--- src/rtl/core/cds_divider.sv ---
// Restoring divider, one quotient bit per cycle, shared by all divisions of the unit.
// No package dependencies.
`default_nettype none
module cds_divider #(
   parameter int DW = 45,
   parameter int VW = 11
) (
   input  wire logic          clock,
   input  wire logic          reset,
   input  wire logic          start,
   input  wire logic [DW-1:0] dividend,
   input  wire logic [VW-1:0] divisor,
   output logic               done,
   output logic [DW-1:0]      quotient,
   output logic [VW-1:0]      remainder
);
   localparam int CNTW = $clog2(DW);

   logic [DW-1:0]   quo_ff;
   logic [VW-1:0]   rem_ff;
   logic [VW-1:0]   dvs_ff;
   logic [CNTW-1:0] cnt_ff;
   logic            busy_ff;
   logic            done_ff;
   logic [VW:0]     trial;
   logic [VW:0]     diff;
   logic            fits;

   assign trial = {rem_ff, quo_ff[DW-1]};
   assign fits  = trial >= {1'b0, dvs_ff};
   assign diff  = trial - {1'b0, dvs_ff};

   always_ff @(posedge clock) begin
      if (start) begin
         quo_ff <= dividend;
         rem_ff <= '0;
         dvs_ff <= divisor;
         cnt_ff <= '0;
      end else if (busy_ff) begin
         quo_ff <= {quo_ff[DW-2:0], fits};
         rem_ff <= fits ? diff[VW-1:0] : trial[VW-1:0];
         cnt_ff <= cnt_ff + 1'b1;
      end
   end

   always_ff @(posedge clock) begin
      if (reset) begin
         busy_ff <= 1'b0;
         done_ff <= 1'b0;
      end else if (start) begin
         busy_ff <= 1'b1;
         done_ff <= 1'b0;
      end else begin
         done_ff <= busy_ff && (cnt_ff == CNTW'(DW - 1));
         if (busy_ff && (cnt_ff == CNTW'(DW - 1))) begin
            busy_ff <= 1'b0;
         end
      end
   end

   assign done      = done_ff;
   assign quotient  = quo_ff;
   assign remainder = rem_ff;
endmodule
`default_nettype wire

--- config.mk ---
export PLATFORM = sky130hd
export DESIGN_NAME = cds_divider
export DESIGN_NICKNAME = d
export VERILOG_FILES = /design/src/rtl/core/cds_divider.sv
export SDC_FILE = /design/constraint.sdc
export NUM_CORES = 1
export LEC_CHECK = 0
export ABC_AREA = 0
export BUFFER_PORTS_ARGS = -buffer_cell sky130_fd_sc_hd__buf_2
export CAP_MARGIN = 40
export CORE_ASPECT_RATIO = 0.9
export CORE_MARGIN = 8
export CORE_UTILIZATION = 53
export CTS_BUF_LIST = sky130_fd_sc_hd__clkbuf_8
export DETAILED_ROUTE_END_ITERATION = 6
export PLACE_DENSITY = 0.93
export SYNTH_ARGS = -nofsm -noshare
export SYNTH_HDL_FRONTEND = slang
export SYNTH_SLANG_ARGS = --single-unit
--- constraint.sdc ---
create_clock -name clock -period 2.8 [get_ports clock]
set_input_delay 0.14 -clock clock [delete_from_list [all_inputs] [get_ports clock]]
set_output_delay 0.14 -clock clock [all_outputs]
set_load 0.05 [all_outputs]
==> flow_summary.json, run 1 <==
{
  "run_status": "complete, no violations",
  "yosys.area_share.simple_pct": 8.30,
  "area.growth.synth_to_final_pct": 27.4,
  "crit_path_start": "quotient[44]",
  "synth_edf_count": 56,
  "synth_fp_nets": 356,
  "critPathMaxFanout": 8,
  "use_met2_pct": 31.0,
  "hp-class": "in2reg",
  "synth_ff_type": "edfxtp_1",
  "final_nets": 489,
  "routedWlPerCell_um": 16.6,
  "antenna_found_initial": 0,
  "clk_latency_ns": 0.34,
  "use_met1_pct": 20.0,
  "regArea_mm2": 0.00206,
  "start_util_pct": 54.9,
  "synth_area_per_cell_um2": 12.8,
  "max-slew-margin-rel_pct": 61.9,
  "cts_buffer_depth": 2,
  "die_y_um": 94.6,
  "first_iter_violations": 92,
  "finalSetupTns_ns": 0,
  "io_buffers": 115,
  "internal-power_mw": 1.95,
  "dp_hpwl_um": 6400,
  "synth_cells": 283,
  "yosysTopAreaCell": "edfxtp_1",
  "grt_pass1_wl_um": 13400,
  "clock_power_share_pct": 25.5,
  "place_congestion": 0.881,
  "synthArstFlopShare_pct": 0,
  "cts_tree": "done",
  "dieWidth_um": 103,
  "powerDensity_mw_per_mm2": 652,
  "synth_mux_area_share_pct": 16.6,
  "cp_slowest_stage_delay_ns": 0.40,
  "synthTopCellsByArea": "edfxtp_1 46%, mux2_2 14%, dfxtp_1 10%",
  "dr.pass1.iters": 4,
  "setup_viol_count_final": 0,
  "synth_common_cells": "56 x edfxtp_1, 45 x mux2_2, 24 x nor2_1",
  "critPathLaunchType": "flop",
  "tightest_slew_ns": 0.570,
  "finalHoldViolCount": 0,
  "remaining_drc_errors": 0,
  "critPathRequiredTime_ns": 3.05,
  "grt_busiest_layer": "met2",
  "synth_compound_area_share_pct": 7.88,
  "yosysWarnings": 0,
  "overflow": 0,
  "synth-seq-cells": 75,
  "cts_buffers": 9,
  "power.switching_mw": 1.07,
  "ant_nets": 0,
  "synth_top_area_share_pct": 46.3,
  "worst_path_max_delay_cell": "fa_1",
  "period_share_pct": 89.5,
  "clk_pin_slew_ns": 0.08,
  "cts_setup_buffers": 0,
  "clock_sinks": 75,
  "yosysMostFrequentCell": "edfxtp_1",
  "finClkSkew_ns": 0.0111,
  "vdd_drop_max_mv": 0.597,
  "wl_um": 8500,
  "critical_path_arrival_ns": 2.76,
  "cp_cell_sequence": "inv_1, ha_1, fa_1, nor2b_1, o31a_1, o21ai_2, o21ai_4, buf_4, mux2i_1, a211oi_1",
  "grt_use_total_pct": 17.7,
  "finalCriticalPeriod_ns": 2.51,
  "multi_input_area_mm2": 0.00146,
  "rows": 28,
  "synth_xor_area_share_pct": 2.17,
  "grt_pass1_vias": 2821,
  "met3_usage_pct": 5.00,
  "synth_seq_area_share_pct": 56.7,
  "drive_gt1_share_pct": 45.4,
  "crit_type": "reg2reg",
  "combPwrFrac_pct": 28.8,
  "report.final.slew_viol_count": 0,
  "dp_worst_setup_slack_ns": 0.216,
  "via_per_inst": 5.24,
  "yosys.area_share.adder_pct": 5.03,
  "p_leak_nw": 1.97,
  "die-area_mm2": 0.00977,
  "maxCapViolations": 0,
  "synth_cell_types": 42,
  "n_antenna_cell": 0,
  "setup_slack_ns": 0.293,
  "cts_root_buf": "clkbuf_8",
  "min_from": "start",
  "netlist_area_mm2": 0.00363,
  "nFillCells": 465,
  "cp-end-kind": "flop",
  "r2r_start": "quotient[44]",
  "cts_max_level": 3,
  "rsz0062_at_grt": "no",
  "core_area_mm2": 0.00662,
  "fmax_mhz": 399,
  "swShare_pct": 35.5,
  "route.vias.total": 2676,
  "synth_top_family_by_area": "multiplexers",
  "grt_max_degree": 31,
  "p_seq_share_pct": 45.7,
  "io_pins": 116
}
==> metrics by stage <==
| stage | cells | power (mW) | utilization [%] | hold WS [ns] | instance area [um2] |
|---|---|---|---|---|---|
| floorplan | 283 | 2.04 | - | 0.212 | 3630 |
| global placement | 483 | 2.23 | 65.3 | 0.317 | 4320 |
| detailed placement | 483 | 2.26 | 65.3 | 0.318 | 4320 |
| CTS | 511 | 3.04 | 69.8 | 0.0545 | 4620 |
| global route | 511 | 3.15 | 70.0 | 0.0577 | 4630 |
| finish | 511 | 3.02 | 70.0 | 0.0679 | 4630 |
==> power groups by stage <==
| stage | Clock [mW] | Combinational (mW) | Sequential, mW |
|---|---|---|---|
| after global placement | 0 | 0.830 | 1.40 |
| after global routing | 0.824 | 0.929 | 1.39 |
| after floorplan | 0 | 0.348 | 1.70 |
| final | 0.770 | 0.872 | 1.38 |
| after detailed placement | 0 | 0.853 | 1.40 |
| after CTS | 0.788 | 0.869 | 1.38 |
==> layer usage <==
layer	routed length, um	up-vias
met4	147	0
li1	-	1321
met1	3480	1252
met3	597	14
met5	0	-
met2	4270	89
==> kinds of logic (layout without fill, tap and decap cells) <==
family | count (synthesis) | in the layout
and+or+nand+nor | 60 | 60
AOI/OAI and AO/OA | 41 | 41
xor gates and xnor gates | 9 | 9
adders and majority gates | 14 | 14
DFF | 75 | 75
muxes | 54 | 54
buffers and inverters | 30 | 168
==> path summary, 6_finish.rpt <==
kind	cells after the start	to	slack (ns)
min reg2reg	2	cnt_ff[5]	0.51
max	10	remainder[4]	0.29
min	2	remainder[2]	0.07
max reg2reg	10	remainder[4]	0.29
==> worst max-delay path: cells and delay by family, from the launching register on <==
kind                     cells  cell delay [ns]
AO/OA/AOI/OAI                4             0.92
adder cells (fa/ha/maj)      2             0.62
flip-flops                   1             0.35
buffers and inverters        2             0.29
AND/OR/NAND/NOR              1             0.16
multiplexers                 1             0.08
==> registers in the layout, indices dropped and copies added, names as in the netlist <==
register / cells
remainder: 11
busy_ff: 1
dvs_ff: 11
cnt_ff: 6
quotient: 45
done: 1
==> layout by cell type (no fill, tap or decap), drive strengths merged, types with 2 or more instances in the layout <==
cell	instances
xnor2	6
nor2	24
clkbuf	9
dlygate4sd3	12
nand2	10
a21oi	6
o22ai	2
dfxtp	19
nand3	7
or3	4
nand4	3
buf	122
o31a	2
nand2b	5
o21a	2
inv	22
edfxtp	56
xor2	3
ha	13
a311oi	2
clkinv	2
a211oi	8
o2111ai	2
mux2i	8
o21ai	13
mux2	46
nor2b	2
o211ai	2
==> final cells by class <==
| type | instances | share of cell area (%) |
|---|---|---|
| clock buffer | 9 | 2.67 |
| inverter | 18 | 1.46 |
| tap | 90 | 2.43 |
| clock inverter | 7 | 1.27 |
| sequential | 75 | 44.5 |
| multi-input combinational | 178 | 31.5 |
| timing repair buffer | 134 | 16.2 |
==> repair_timing <==
item,CTS,global route
setup endpoints to repair,0,5
resized for setup,0,1
hold buffers,12,0
hold endpoints to repair,13,0
No activity file was read; power rests on OpenSTA's default activity.
==> run 2, diff against run 1 <==
Settings changed: CORE_UTILIZATION 53 to 35, PLACE_DENSITY 0.93 to 0.69.
==> run 2 against run 1 <==
  * Flip-flop and latch count unchanged
  * Register-to-register slack barely moved
  * First-iteration DRC count rose by 95%
  * Worst setup slack got worse by 0.0064 ns
  * Die area is 42% higher
  * Routed wire length increased by 1.7%
  * Clock power up 18%
  * Critical path depth stayed put
  * Count of clock-buffer cells in the layout unchanged
  * Cell count rose by 7.6%
  * Global-route usage shrank 5.2 points
  * Maximum frequency shrank 0.25%
  * Critical path type unchanged
  * Largest cell class unchanged
  * Highest routed layer unchanged
==> flow_summary.json, run 2 (synthesis gave the netlist of run 1 again) <==
{
  "crit_path_start": "quotient[44]",
  "internal-power_mw": 2.11,
  "io_buffers": 115,
  "overflow": 0,
  "place_congestion": 0.789,
  "critical_path_arrival_ns": 2.76,
  "core_area_mm2": 0.0102,
  "cts_tree": "done",
  "layout_commonest_cell": "buf_2",
  "use_met1_pct": 15.5,
  "clk_pin_slew_ns": 0.09,
  "rsz0062_at_grt": "no",
  "min_from": "dividend[23]",
  "critPathMaxFanout": 7,
  "via_per_inst": 4.82,
  "critPathRequiredTime_ns": 3.04,
  "cp_cell_sequence": "inv_1, ha_1, fa_1, nor2b_1, o31a_1, o21ai_2, o21ai_2, buf_4, o21ai_0, a311oi_1",
  "use_met2_pct": 20.0,
  "drive_gt1_share_pct": 45.6,
  "p_seq_share_pct": 43.8,
  "clk_latency_ns": 0.34,
  "cts_max_level": 3,
  "min_path_cells": 2,
  "finalCriticalPeriod_ns": 2.51,
  "maxCapViolations": 0,
  "combPwrFrac_pct": 27.4,
  "largest_reg_flops": 45,
  "finalHoldViolCount": 0,
  "power.switching_mw": 1.05,
  "cp_slowest_stage_delay_ns": 0.41,
  "nFillCells": 928,
  "grt_pass1_vias": 2743,
  "remaining_drc_errors": 0,
  "finClkSkew_ns": 0.0116,
  "hp-class": "in2reg",
  "p_leak_nw": 1.98,
  "first_iter_violations": 179,
  "dieWidth_um": 123,
  "cts_setup_buffers": 0,
  "max-slew-margin-rel_pct": 68.6,
  "cts_root_buf": "clkbuf_8",
  "place_area_mm2": 0.00438,
  "die-area_mm2": 0.0139,
  "grt_busiest_layer": "met2",
  "dr.pass1.iters": 4,
  "setup_viol_count_final": 0,
  "run_status": "complete, no violations",
  "wl_um": 8640,
  "ant_nets": 0,
  "crit_top_cell": "o21ai_2",
  "area.growth.synth_to_final_pct": 29.6,
  "antenna_found_initial": 0,
  "rows": 35,
  "route.vias.total": 2650,
  "vdd_drop_max_mv": 0.311,
  "clock_power_share_pct": 28.8,
  "grt_pass1_wl_um": 13900,
  "crit_type": "reg2reg",
  "final_nets": 490,
  "die_y_um": 113,
  "worst_path_max_delay_cell": "fa_1",
  "report.final.slew_viol_count": 0,
  "io_pins": 116,
  "met3_usage_pct": 3.66,
  "r2r_start": "quotient[44]",
  "swShare_pct": 33.1,
  "final_cell_mix": "115 x buf_2, 56 x edfxtp_1, 45 x mux2_2",
  "clock_sinks": 75,
  "grt_use_total_pct": 12.5,
  "grt_max_degree": 29,
  "powerDensity_mw_per_mm2": 670,
  "start_util_pct": 35.8,
  "design_area_mm2": 0.00471,
  "cts_buffers": 9,
  "n_antenna_cell": 0,
  "fmax_mhz": 398,
  "dp_hpwl_um": 6560,
  "finalSetupTns_ns": 0,
  "period_share_pct": 89.8,
  "cts_buffer_depth": 2,
  "critPathLaunchType": "flop",
  "tightest_slew_ns": 0.470,
  "reg2reg_depth": 10,
  "routedWlPerCell_um": 15.7,
  "cp-end-kind": "flop"
}
==> run 2: worst max-delay path: cells and delay by family, from the launching register on <==
| kind | cells | cell delay, ns |
|---|---|---|
| AOI/OAI and AO/OA | 5 | 0.99 |
| adders and majority gates | 2 | 0.64 |
| buffers and inverters | 2 | 0.29 |
| DFF | 1 | 0.35 |
| and+or+nand+nor | 1 | 0.16 |
==> run 2: path summary, 6_finish.rpt <==
kind | end | slack (ns)
worst max register to register | remainder[9] | 0.29
worst min register to register | cnt_ff[5] | 0.50
worst min-delay path | quotient[23] | 0.09
worst max-delay path | remainder[9] | 0.29
==> run 2: layout make-up <==
type                            count  area [um2]  area share, %
Inverter                           18        67.6           1.43
Timing Repair Buffer              135         756           16.0
Tap cell                          129         161           3.43
Multi-Input combinational cell    178        1450           30.8
Sequential cell                    75        2060           43.8
Clock inverter                      6        90.1           1.91
Clock buffer                        9         124           2.63
==> run 2: metrics by stage <==
step	hold WS (ns)	instances	power, mW	setup slack (ns)	util [%]
global placement	0.318	523	2.25	0.442	43.1
floorplan	0.212	283	2.04	0.167	-
CTS	0.0744	550	3.20	0.283	46.4
finish	0.0938	550	3.16	0.287	46.4
detailed placement	0.314	523	2.26	0.290	43.1
global route	0.0756	550	3.32	0.0322	46.4
==> run 2: power groups by stage <==
stage	Combinational [mW]	Clock (mW)	Sequential [mW]
after floorplan	0.348	0	1.70
after global placement	0.847	0	1.40
after detailed placement	0.857	0	1.41
after CTS	0.873	0.944	1.38
after global routing	0.932	0.988	1.40
final	0.866	0.910	1.38
==> run 2: metal layers <==
metal / routed length [um] / up-vias / share of wire (%)
met2: 4050 / 87 / 47
met3: 626 / 11 / 7.2
met5: 0 / - / 0
met1: 3820 / 1237 / 44
li1: - / 1315 / -
met4: 146 / 0 / 1.7
==> run 2: timing repair <==
action | in CTS | in global routing
resized for setup | 0 | 0
endpoints found under the hold margin | 13 | 0
hold buffers | 12 | 0
