===== config.mk =====
export PLATFORM = sky130hd
export DESIGN_NAME = cds_cell
export DESIGN_NICKNAME = d
export VERILOG_FILES = /design/src/rtl/core/cds_pkg.sv /design/src/rtl/core/cds_cell.sv
export SDC_FILE = /design/constraint.sdc
export NUM_CORES = 1
export LEC_CHECK = 0
export BUFFER_PORTS_ARGS = -buffer_cell sky130_fd_sc_hd__buf_2
export CAP_MARGIN = 0
export CORE_MARGIN = 5
export CORE_UTILIZATION = 35
export CTS_CLUSTER_SIZE = 8
export DETAILED_ROUTE_END_ITERATION = 8
export PLACE_DENSITY = 0.66
export SKIP_CTS_REPAIR_TIMING = 1
export SYNTH_ARGS = -nofsm -noshare
export SYNTH_HDL_FRONTEND = slang
export SYNTH_SLANG_ARGS = --single-unit

===== constraint.sdc =====
create_clock -name clock -period 2.9 [get_ports clock]
set_clock_uncertainty 0.15 [all_clocks]
set_input_delay 0.145 -clock clock [delete_from_list [all_inputs] [get_ports clock]]
set_output_delay 0.145 -clock clock [all_outputs]
set_load 0.02 [all_outputs]

===== src/rtl/core/cds_pkg.sv =====
// Shared types and constants of the cohort distribution statistics unit.
// No dependencies; every other file of the block but cds_divider refers to this package.
`default_nettype none
package cds_pkg;

   localparam int FRAC_W = 17;
   localparam logic [FRAC_W-1:0] FRAC_ONE = 17'h10000;
   localparam int TOTAL_W = 48;
   localparam logic [TOTAL_W-1:0] TOTAL_MAX = 48'hFFFF_FFFF_FFFF;
   localparam int COUNT_W = 11;
   localparam int VAR_W = 33;
   localparam int PCT_DIV = 100;
   localparam int PCT_LO = 5;
   localparam int PCT_HI = 95;

   typedef enum logic [3:0] {
      ST_LOAD,
      ST_MEAN,
      ST_CORR,
      ST_DRAIN,
      ST_FLUSH,
      ST_VAR,
      ST_SEND
   } state_type;

   typedef struct packed {
      logic              insert;
      logic              drain;
      logic [FRAC_W-1:0] value;
   } cell_ctl_type;

endpackage
`default_nettype wire


===== src/rtl/core/cds_cell.sv =====
// One cell of the sorting row: holds one fraction, inserts in order, drains to the left.
// Depends on cds_pkg for the broadcast control struct.
`default_nettype none
module cds_cell (
   input  wire logic                        clock,
   input  wire cds_pkg::cell_ctl_type       ctl,
   input  wire logic                        occupied,
   input  wire logic                        left_gt,
   input  wire logic [cds_pkg::FRAC_W-1:0]  left_val,
   input  wire logic [cds_pkg::FRAC_W-1:0]  right_val,
   output logic                             gt,
   output logic [cds_pkg::FRAC_W-1:0]       value
);
   logic [cds_pkg::FRAC_W-1:0] value_ff;
   logic [cds_pkg::FRAC_W-1:0] value_in;

   assign gt    = !occupied || (value_ff > ctl.value);
   assign value = value_ff;

   always_comb begin
      if (ctl.drain) begin
         value_in = right_val;
      end else if (ctl.insert && gt) begin
         value_in = left_gt ? left_val : ctl.value;
      end else begin
         value_in = value_ff;
      end
   end

   always_ff @(posedge clock) begin
      value_ff <= value_in;
   end
endmodule
`default_nettype wire


==> metrics.cfg, run 1 <==
[yosys]
syn-num-nets = 211
synth_top_family_by_area = adder cells
syn-instance-count = 138
synth.distinct_cells = 22
yosysSeqAreaShare_pct = 38.64
avgSynthCellArea_sq_um = 9.574
syn_area_sq_um = 1321
synth-seq-cells = 17
synthAdderAreaFrac_pct = 16.10
synth-xor-area-share_pct = 0
synthSimpleGateAreaFrac_pct = 11.84
synth.area.mux_share_pct = 12.88
synth_compound_area_share_pct = 13.54
yosysWarnings = 0

[clocking]
clk_path_buf_depth = 2
cts_inserted_buffers = 3
clk_latency_ps = 250
path_clk_slew_ps = 70
cts_root_buf = clkbuf_8
cts_tree = built
cts.sink_count = 17
cts-htree-levels = 1

[hold_path]
min_path_type = in2reg

[worst_setup_path]
crit_chain = ha_1 -> nand4_2 -> nor4_2 -> o31a_1 -> o31a_1 -> o22a_2
criticalPathCategory = reg2reg
critPathCaptureType = register
critPathRequiredTime_ps = 2650
start_kind = register
cp_max_fo = 17
crit_slowest_cell = o22a_2
reg2reg_slack_ps = 450
critical-path-max-stage-delay_ps = 420
cpMostUsedCell = o31a_1
cp_data_arrival_time_ps = 2200

[routing]
drtPass1Iterations = 4
vias_per_cell = 4.593
vias = 1185
drt-total-wl_mm = 3.134
first_iter_violations = 31
final_antenna_net_count = 0
route.detailed.drc = 0
detail_route.wl_per_cell_um = 12.15

[sta]
setup_viol = 0
rsz0062_at_grt = false
hold_violations = 0
whs_ps = 26.69
fmax_mhz = 407.6
period_share_pct = 84.61
slew_violations = 0
worst_pin_slew_ps = 520.3
max_slew_margin_pct = 65.31
fin_crit_ps = 2454
finalSetupTns_ps = 0
fin_ws_ps = 446.3

[cells_and_area]
stdcell_area_sq_um = 1775
area_delta_synth_final_pct = 34.37
nets = 284
largest_register_ffs = 17
diodes = 0
drive_gt1_share_pct = 39.05
fillers = 377

[pwr]
p_clk_share_pct = 23.7
p_leak_uw = 0.0009373
combPwrFrac_pct = 32.8
power.share.sequential_pct = 43.5
swShare_pct = 31.13
powerDensity_nw_per_um2 = 415.3
switchingPower_uw = 229.5
peakVddDrop_mv = 0.2604
p_int_uw = 507.8

[place]
routabilityCongestion = 0.6996
pre_cts_slack_ps = 173.8
placed_area_sq_um = 1729
dp_hpwl_mm = 2.613
port_buffers = 73

[floorplan]
core_sq_um = 3661
die_y_um = 71.44
num_rows = 22
die_x_um = 71.44
initial_core_util_pct = 36.09
ios = 74
die-area_sq_um = 5104

[global_routing]
antenna_found_initial = 0
grt.overflow.total = 0
grt_util_all_layers_pct = 12.34
grt_max_degree = 35
grt_pass1_wl_mm = 5.112
grt_pass1_vias = 1169

[run]
drv_cap = 0

[outcome]
outcome = finished, final reports clean

-- worst paths after layout --
kind | start | to | cells after the start
min reg2reg | value[16] | value[16] | 4
max | value[15] | value[10] | 6
max reg2reg | value[15] | value[10] | 6
min | right_val[7] | value[7] | 3
-- cell usage in the layout, fill, tap and decap left out --
cell type,n
o31a_1,2
o22a_2,1
a21oi_2,2
inv_1,18
mux2i_1,17
clkbuf_8,3
clkbuf_1,1
nand2_1,21
o21ai_1,1
a21boi_0,1
o21ai_0,17
nand4_1,3
nor2_1,3
buf_4,1
ha_1,17
nor4_2,1
a221o_1,1
nand4_2,1
buf_2,73
nand3_1,2
edfxtp_1,17
nand2b_1,2
a21oi_1,4
a21o_1,1
-- worst max-delay path: cells and delay by family, from the launching register on --
family,cells,cell delay [ps]
adders and majority gates,1,340
DFF,1,390
and+or+nand+nor,2,500
AOI/OAI and AO/OA,3,740
-- power groups by stage --
stage	clock network (uW)	logic (uW)	registers, uW
floorplan	0	116	362
global placement	0	245	325
detailed placement	0	245	327
CTS	177	246	322
global route	193	272	325
finish	175	242	321
-- metrics by stage --
stage | std cells | total power (uW) | utilization, %
floorplan | 138 | 477.7 | -
global placement | 254 | 570.4 | 47.23
detailed placement | 254 | 572.0 | 47.23
CTS | 258 | 744.4 | 48.46
global route | 258 | 790.7 | 48.50
finish | 258 | 737.4 | 48.50
-- logic make-up after synthesis --
| family | after synthesis |
|---|---|
| multiplexers | 17 |
| buffers and inverters | 24 |
| AO/OA/AOI/OAI | 30 |
| flip-flops | 17 |
| adder cells (fa/ha/maj) | 17 |
| AND/OR/NAND/NOR | 33 |
-- synth_stat cells --
cell | instances | area, sq um
nand2_1 | 21 | 78.83
inv_1 | 18 | 67.56
edfxtp_1 | 17 | 510.5
ha_1 | 17 | 212.7
mux2i_1 | 17 | 170.2
o21ai_0 | 17 | 85.08
a21oi_1 | 4 | 20.02
clkbuf_1 | 4 | 15.01
nand4_1 | 3 | 18.77
nor2_1 | 3 | 11.26
a21oi_2 | 2 | 17.52
buf_2 | 2 | 10.01
nand2b_1 | 2 | 12.51
nand3_1 | 2 | 10.01
o31a_1 | 2 | 17.52
a21boi_0 | 1 | 7.510
a21o_1 | 1 | 7.510
a221o_1 | 1 | 10.01
nand4_2 | 1 | 12.51
nor4_2 | 1 | 12.51
o21ai_1 | 1 | 5.000
o22a_1 | 1 | 8.760
-- routing by layer --
metal  vias to the layer above  track usage, %  part of all wire (%)
met5                         -               0                     0
met3                         2           4.067                    10
li1                        636               -                     -
met1                       504           16.58                    46
met4                         0           3.132                  0.54
met2                        43           19.08                    44
-- layout make-up --
cell class	instances	area, sq um	share of cell area (%)
Multi-Input combinational cell	97	719.4	40.52
Sequential cell	17	510.5	28.75
Timing Repair Buffer	74	372.9	21.00
Inverter	18	67.56	3.806
Tap cell	48	60.06	3.383
Clock buffer	4	45.04	2.537
Power figures use the tool's default switching activity.
==> run 2, diff against run 1 <==
- ABC_AREA: unset -> 1
- PLACE_DENSITY: 0.66 -> 0.67
- clock period: 2.9 -> 1.95 ns (I/O delays scaled with it)
==> run 2 against run 1 <==
Compared with the run above:
- the flow now finishes with violations (hold timing, setup timing)
- utilization grew 12 points
- hold slack lost 42 ps
- wire length grew 20%
- non-clock buffer count grew 22
- register-to-register slack lost 520 ps
- clock-buffer cell count is the same
- final cell count grew 20%
- synthesized cell count grew 20%
- critical path depth grew 4
- clock power grew 51%
- largest power group is now combinational logic
- highest routed layer unchanged
==> metrics.cfg, run 2 <==
[hold_path]
hp-start = right_val[14]
min_path_type = in2reg

[cells_and_area]
largest_register_ffs = 17
postLayoutCoreUtil_pct = 60.23
final_common_cell = buf_2
nets = 336
stdcell_count = 310
fillers = 341
mostFrequentLayoutCells = buf_2 (72), nand2_1 (36), inv_1 (19), edfxtp_1 (17)
area_delta_synth_final_pct = 62.34
drive_gt1_share_pct = 45.80
diodes = 0

[yosys]
avgSynthCellArea_sq_um = 8.366
async_reset_ff_share_pct = 0
syn_area_sq_um = 1389
synth_area_leader_cell = edfxtp_1
synth_commonest_cells = nand2_1 (44), inv_1 (20), edfxtp_1 (17), ha_1 (17)
synth_top_area_share_pct = 36.76
yosysMostFrequentCell = nand2_1
synth_enable_flop_cells = 17
yosysSeqAreaShare_pct = 36.76
synth.distinct_cells = 21
synthSimpleGateAreaFrac_pct = 18.92
synth-xor-area-share_pct = 0
syn-num-nets = 239
synthAdderAreaFrac_pct = 15.32
synth.area.mux_share_pct = 0
yosysWarnings = 0
synth-seq-cells = 17
synth_area_leaders = edfxtp_1 (37%), ha_1 (15%), nand2_1 (12%)
syn-instance-count = 166
synth_top_family_by_area = compound AO/OA/AOI/OAI gates
synth_compound_area_share_pct = 19.64
synth_top_flop_cell = edfxtp_1

[sta]
fmax_mhz = 493.3
hold_violations = 1
fin_ws_ps = -77.10
fin_crit_ps = 2027
whs_ps = -15.24
slew_violations = 0
setup_viol = 18
finalSetupTns_ps = -1276
period_share_pct = 104.0
worst_pin_slew_ps = 535.3
max_slew_margin_pct = 64.31
rsz0062_at_grt = true

[clocking]
cts_root_buf = clkbuf_8
cts.sink_count = 17
clk_path_buf_depth = 2
cts_inserted_buffers = 3
cts-htree-levels = 1
cts_tree = built
path_clk_slew_ps = 60
clk_latency_ps = 250

[floorplan]
ios = 74
die-area_sq_um = 5328
core_sq_um = 3744
die_y_um = 72.99
num_rows = 22
initial_core_util_pct = 37.10
die_x_um = 72.99

[routing]
vias_per_cell = 4.652
detail_route.wl_per_cell_um = 12.12
drtPass1Iterations = 4
vias = 1442
drt-total-wl_mm = 3.758
first_iter_violations = 33
final_antenna_net_count = 0
route.detailed.drc = 0

[worst_setup_path]
critPathLaunch = value[6]
critPathCaptureType = register
cp_data_arrival_time_ps = 1850
cp_max_fo = 8
start_kind = register
critPathRequiredTime_ps = 1770
criticalPathCategory = reg2reg
worstReg2RegStart = value[6]

[global_routing]
grt_pass1_vias = 1348
grt_pass1_wl_mm = 5.602
grt.overflow.total = 0
grt_max_degree = 33
antenna_found_initial = 0
grt_util_all_layers_pct = 13.16

[place]
port_buffers = 73
dp_hpwl_mm = 2.862
routabilityCongestion = 0.7088
dp_cells = 287

[pwr]
peakVddDrop_mv = 0.2360
p_leak_uw = 0.001080
powerDensity_nw_per_um2 = 558.2
p_total_uw = 1259

[outcome]
violations = hold timing, setup timing
outcome = finished with violations

[run]
drv_cap = 0

## run 2: logic make-up (layout without fill, tap and decap cells)
family	count (synthesis)	after routing
simple gates	59	61
compound gates	40	40
fa+ha+maj	17	17
flops	17	17
buf+inv	33	127
## run 2: metal layers
metal	global-route usage, %	part of all wire, %	up-vias
met4	4.918	1.5	0
met1	16.05	42	635
met3	2.617	7.6	5
li1	-	-	758
met5	0	0	-
met2	22.64	49	44
## run 2: power breakdown
part / switching (uW) / internal [uW]
Clock: 120 / 145
Sequential: 26.6 / 451
Combinational: 268 / 248
## run 2: stage by stage
stage                     setup WS (ps)  cell area (sq um)
after floorplan                  -141.6               1413
after global placement           -32.48               1867
after detailed placement         -62.29               1867
after CTS                        -106.7               1912
after global routing             -196.4               2255
final                            -77.10               2255
## run 2: final timing paths
check | end | slack [ps] | cells past startpoint
min | value[14] | -20 | 2
min reg2reg | value[11] | 1080 | 9
max reg2reg | value[7] | -80 | 10
max | value[7] | -80 | 10
## run 2: layout make-up
cell class	instances	area, sq um	share of cell area, %
Clock buffer	4	45.04	1.998
Inverter	27	101.3	4.495
Multi-Input combinational cell	118	948.4	42.06
Sequential cell	17	510.5	22.64
Tap cell	48	60.06	2.664
Timing Repair Buffer	96	589.3	26.14
## run 2: worst max-delay path: stages, from the launching register on
cell,delay [ps]
edfxtp_1,450
ha_4,310
nand2_4,50
nor2_2,120
nand2_1,60
nand3b_1,140
nand3_1,70
nand2_1,70
nand2_2,100
nand2_4,120
nand2_8,110
==> run 3, diff against run 2 <==
- BUFFER_PORTS_ARGS: -buffer_cell sky130_fd_sc_hd__buf_2 -> unset
- DONT_BUFFER_PORTS: unset -> 1
- PLACE_DENSITY: 0.67 -> unset
==> run 3 against run 2 <==
Compared with the run above:
- the run ends with setup timing left
- cell area down 6.2%
- wire length is 1.9% higher
- flip-flop and latch count stayed put
- via count decreased by 10%
- critical path type unchanged
- critical endpoint is now value[12]
==> metrics.cfg, run 3 (same netlist as run 2, synthesis figures left out) <==
[clocking]
cts_tree = built
cts.sink_count = 17
clk_latency_ps = 250
path_clk_slew_ps = 60
cts_inserted_buffers = 3
cts-htree-levels = 1
cts_root_buf = clkbuf_8
clk_path_buf_depth = 2

[place]
dp_hpwl_mm = 2.810
placed_area_sq_um = 1632
dp_cells = 233
routabilityCongestion = 0.7786
port_buffers = 0
pre_cts_slack_ps = -74.71

[cells_and_area]
area_delta_synth_final_pct = 52.34
stdcell_count = 265
nets = 291
diodes = 0
multi_input_area_sq_um = 959.7
stdcell_area_sq_um = 2116
fillers = 339
drive_gt1_share_pct = 31.34
mostFrequentLayoutCells = nand2_1 (36), buf_4 (30), dlygate4sd3_1 (20), inv_1 (19), edfxtp_1 (17)
seq_area_sq_um = 510.5
largest_register_ffs = 17
final_common_cell = nand2_1

[routing]
top_layer = met4
met1_length_mm = 1.517
vias = 1297
wl_met2_mm = 2.023
first_iter_violations = 18
route.detailed.drc = 0
wl_met3_um = 265
vias_per_cell = 4.894
detail_route.wl_per_cell_um = 14.45
final_antenna_net_count = 0
drt-total-wl_mm = 3.829
drtPass1Iterations = 4

[hold_path]
hp-start = ctl[18]
min_path_type = in2reg

[sta]
worst_pin_slew_ps = 715.3
rsz0062_at_grt = true
slew_violations = 0
fmax_mhz = 493.4
period_share_pct = 103.9
max_slew_margin_pct = 52.24
hold_violations = 0
fin_ws_ps = -76.88
fin_crit_ps = 2027
setup_viol = 18
finalSetupTns_ps = -1262

[worst_setup_path]
crit_buf_inv = 1
start_kind = register
criticalPathCategory = reg2reg
crit_slowest_cell = edfxtp_1
crit_chain = ha_4 -> nand2_4 -> inv_4 -> nand3_4 -> nor2_4 -> nand3b_1 -> nand3_1 -> nand2_1 -> nand2_2 -> nand2_4 -> nand2_8
critical-path-top-delay-family = simple AND/OR/NAND/NOR gates
critPathLaunch = value[15]
critPathRequiredTime_ps = 1760
cp_data_arrival_time_ps = 1840
critical-path-max-stage-delay_ps = 440
critPathCaptureType = register
worstReg2RegStart = value[15]
cp_max_fo = 8
cpMostUsedCell = nand2_4

[floorplan]
initial_core_util_pct = 37.10
die-area_sq_um = 5328
ios = 74
die_x_um = 72.99
core_sq_um = 3744
die_y_um = 72.99
num_rows = 22

[global_routing]
antenna_found_initial = 0
grt_max_degree = 33
grt_util_all_layers_pct = 12.91
grt.overflow.total = 0
grt_pass1_vias = 1272
grt_pass1_wl_mm = 5.457

[pwr]
peakVddDrop_mv = 0.4883
p_leak_uw = 0.0009089
p_total_uw = 1241
powerDensity_nw_per_um2 = 586.5

[outcome]
violations = setup timing
outcome = finished with violations

[run]
drv_cap = 0

run 3: cell types whose count changed in the layout (fill, tap and decap cells not counted), moves of 2 or more:
| cell | change |
|---|---|
| dlygate4sd3_1 | +7 |
| buf_4 | +21 |
| nand2_2 | +2 |
| buf_2 | -72 |
| nand2_4 | -2 |
run 3: stage by stage:
step | utilization (%) | hold WS, ps
after floorplan | - | 133.6
after global placement | 43.58 | 137.6
after detailed placement | 43.58 | 137.0
after CTS | 44.79 | -120.4
after global routing | 56.52 | 3.286
final | 56.52 | 1.449
run 3: report_power, final:
group / leakage [uW] / internal (uW) / switching (uW)
logic: 0.000717 / 249 / 250
registers: 0.000169 / 451 / 29.9
clock network: 0.0000228 / 145 / 116
total: 0.000909 / 845 / 396
run 3: cell type report:
class / instances / share of cell area, %
multi-input combinational: 118 / 45.36
sequential: 17 / 24.13
timing repair buffer: 51 / 20.64
inverter: 27 / 4.908
tap: 48 / 2.839
clock buffer: 4 / 2.129
run 3: worst register-to-register path: stages (launching register included):
cell and delay (ps):
edfxtp_1 440, ha_4 310, nand2_4 60, inv_4 60, nand3_4 60, nor2_4 130, nand3b_1 80, nand3_1 80
nand2_1 60, nand2_2 90, nand2_4 110, nand2_8 110
run 3: path summary, 6_finish.rpt:
check | to | slack [ps] | depth (start not counted)
min reg2reg | value[15] | 1080 | 9
max reg2reg | value[12] | -80 | 11
min | value[15] | 1 | 2
max | value[12] | -80 | 11
run 3: layer usage:
layer	up-vias	track usage, %
li1	666	-
met1	580	14.14
met2	49	23.54
met3	2	4.270
met4	0	3.484
met5	-	0
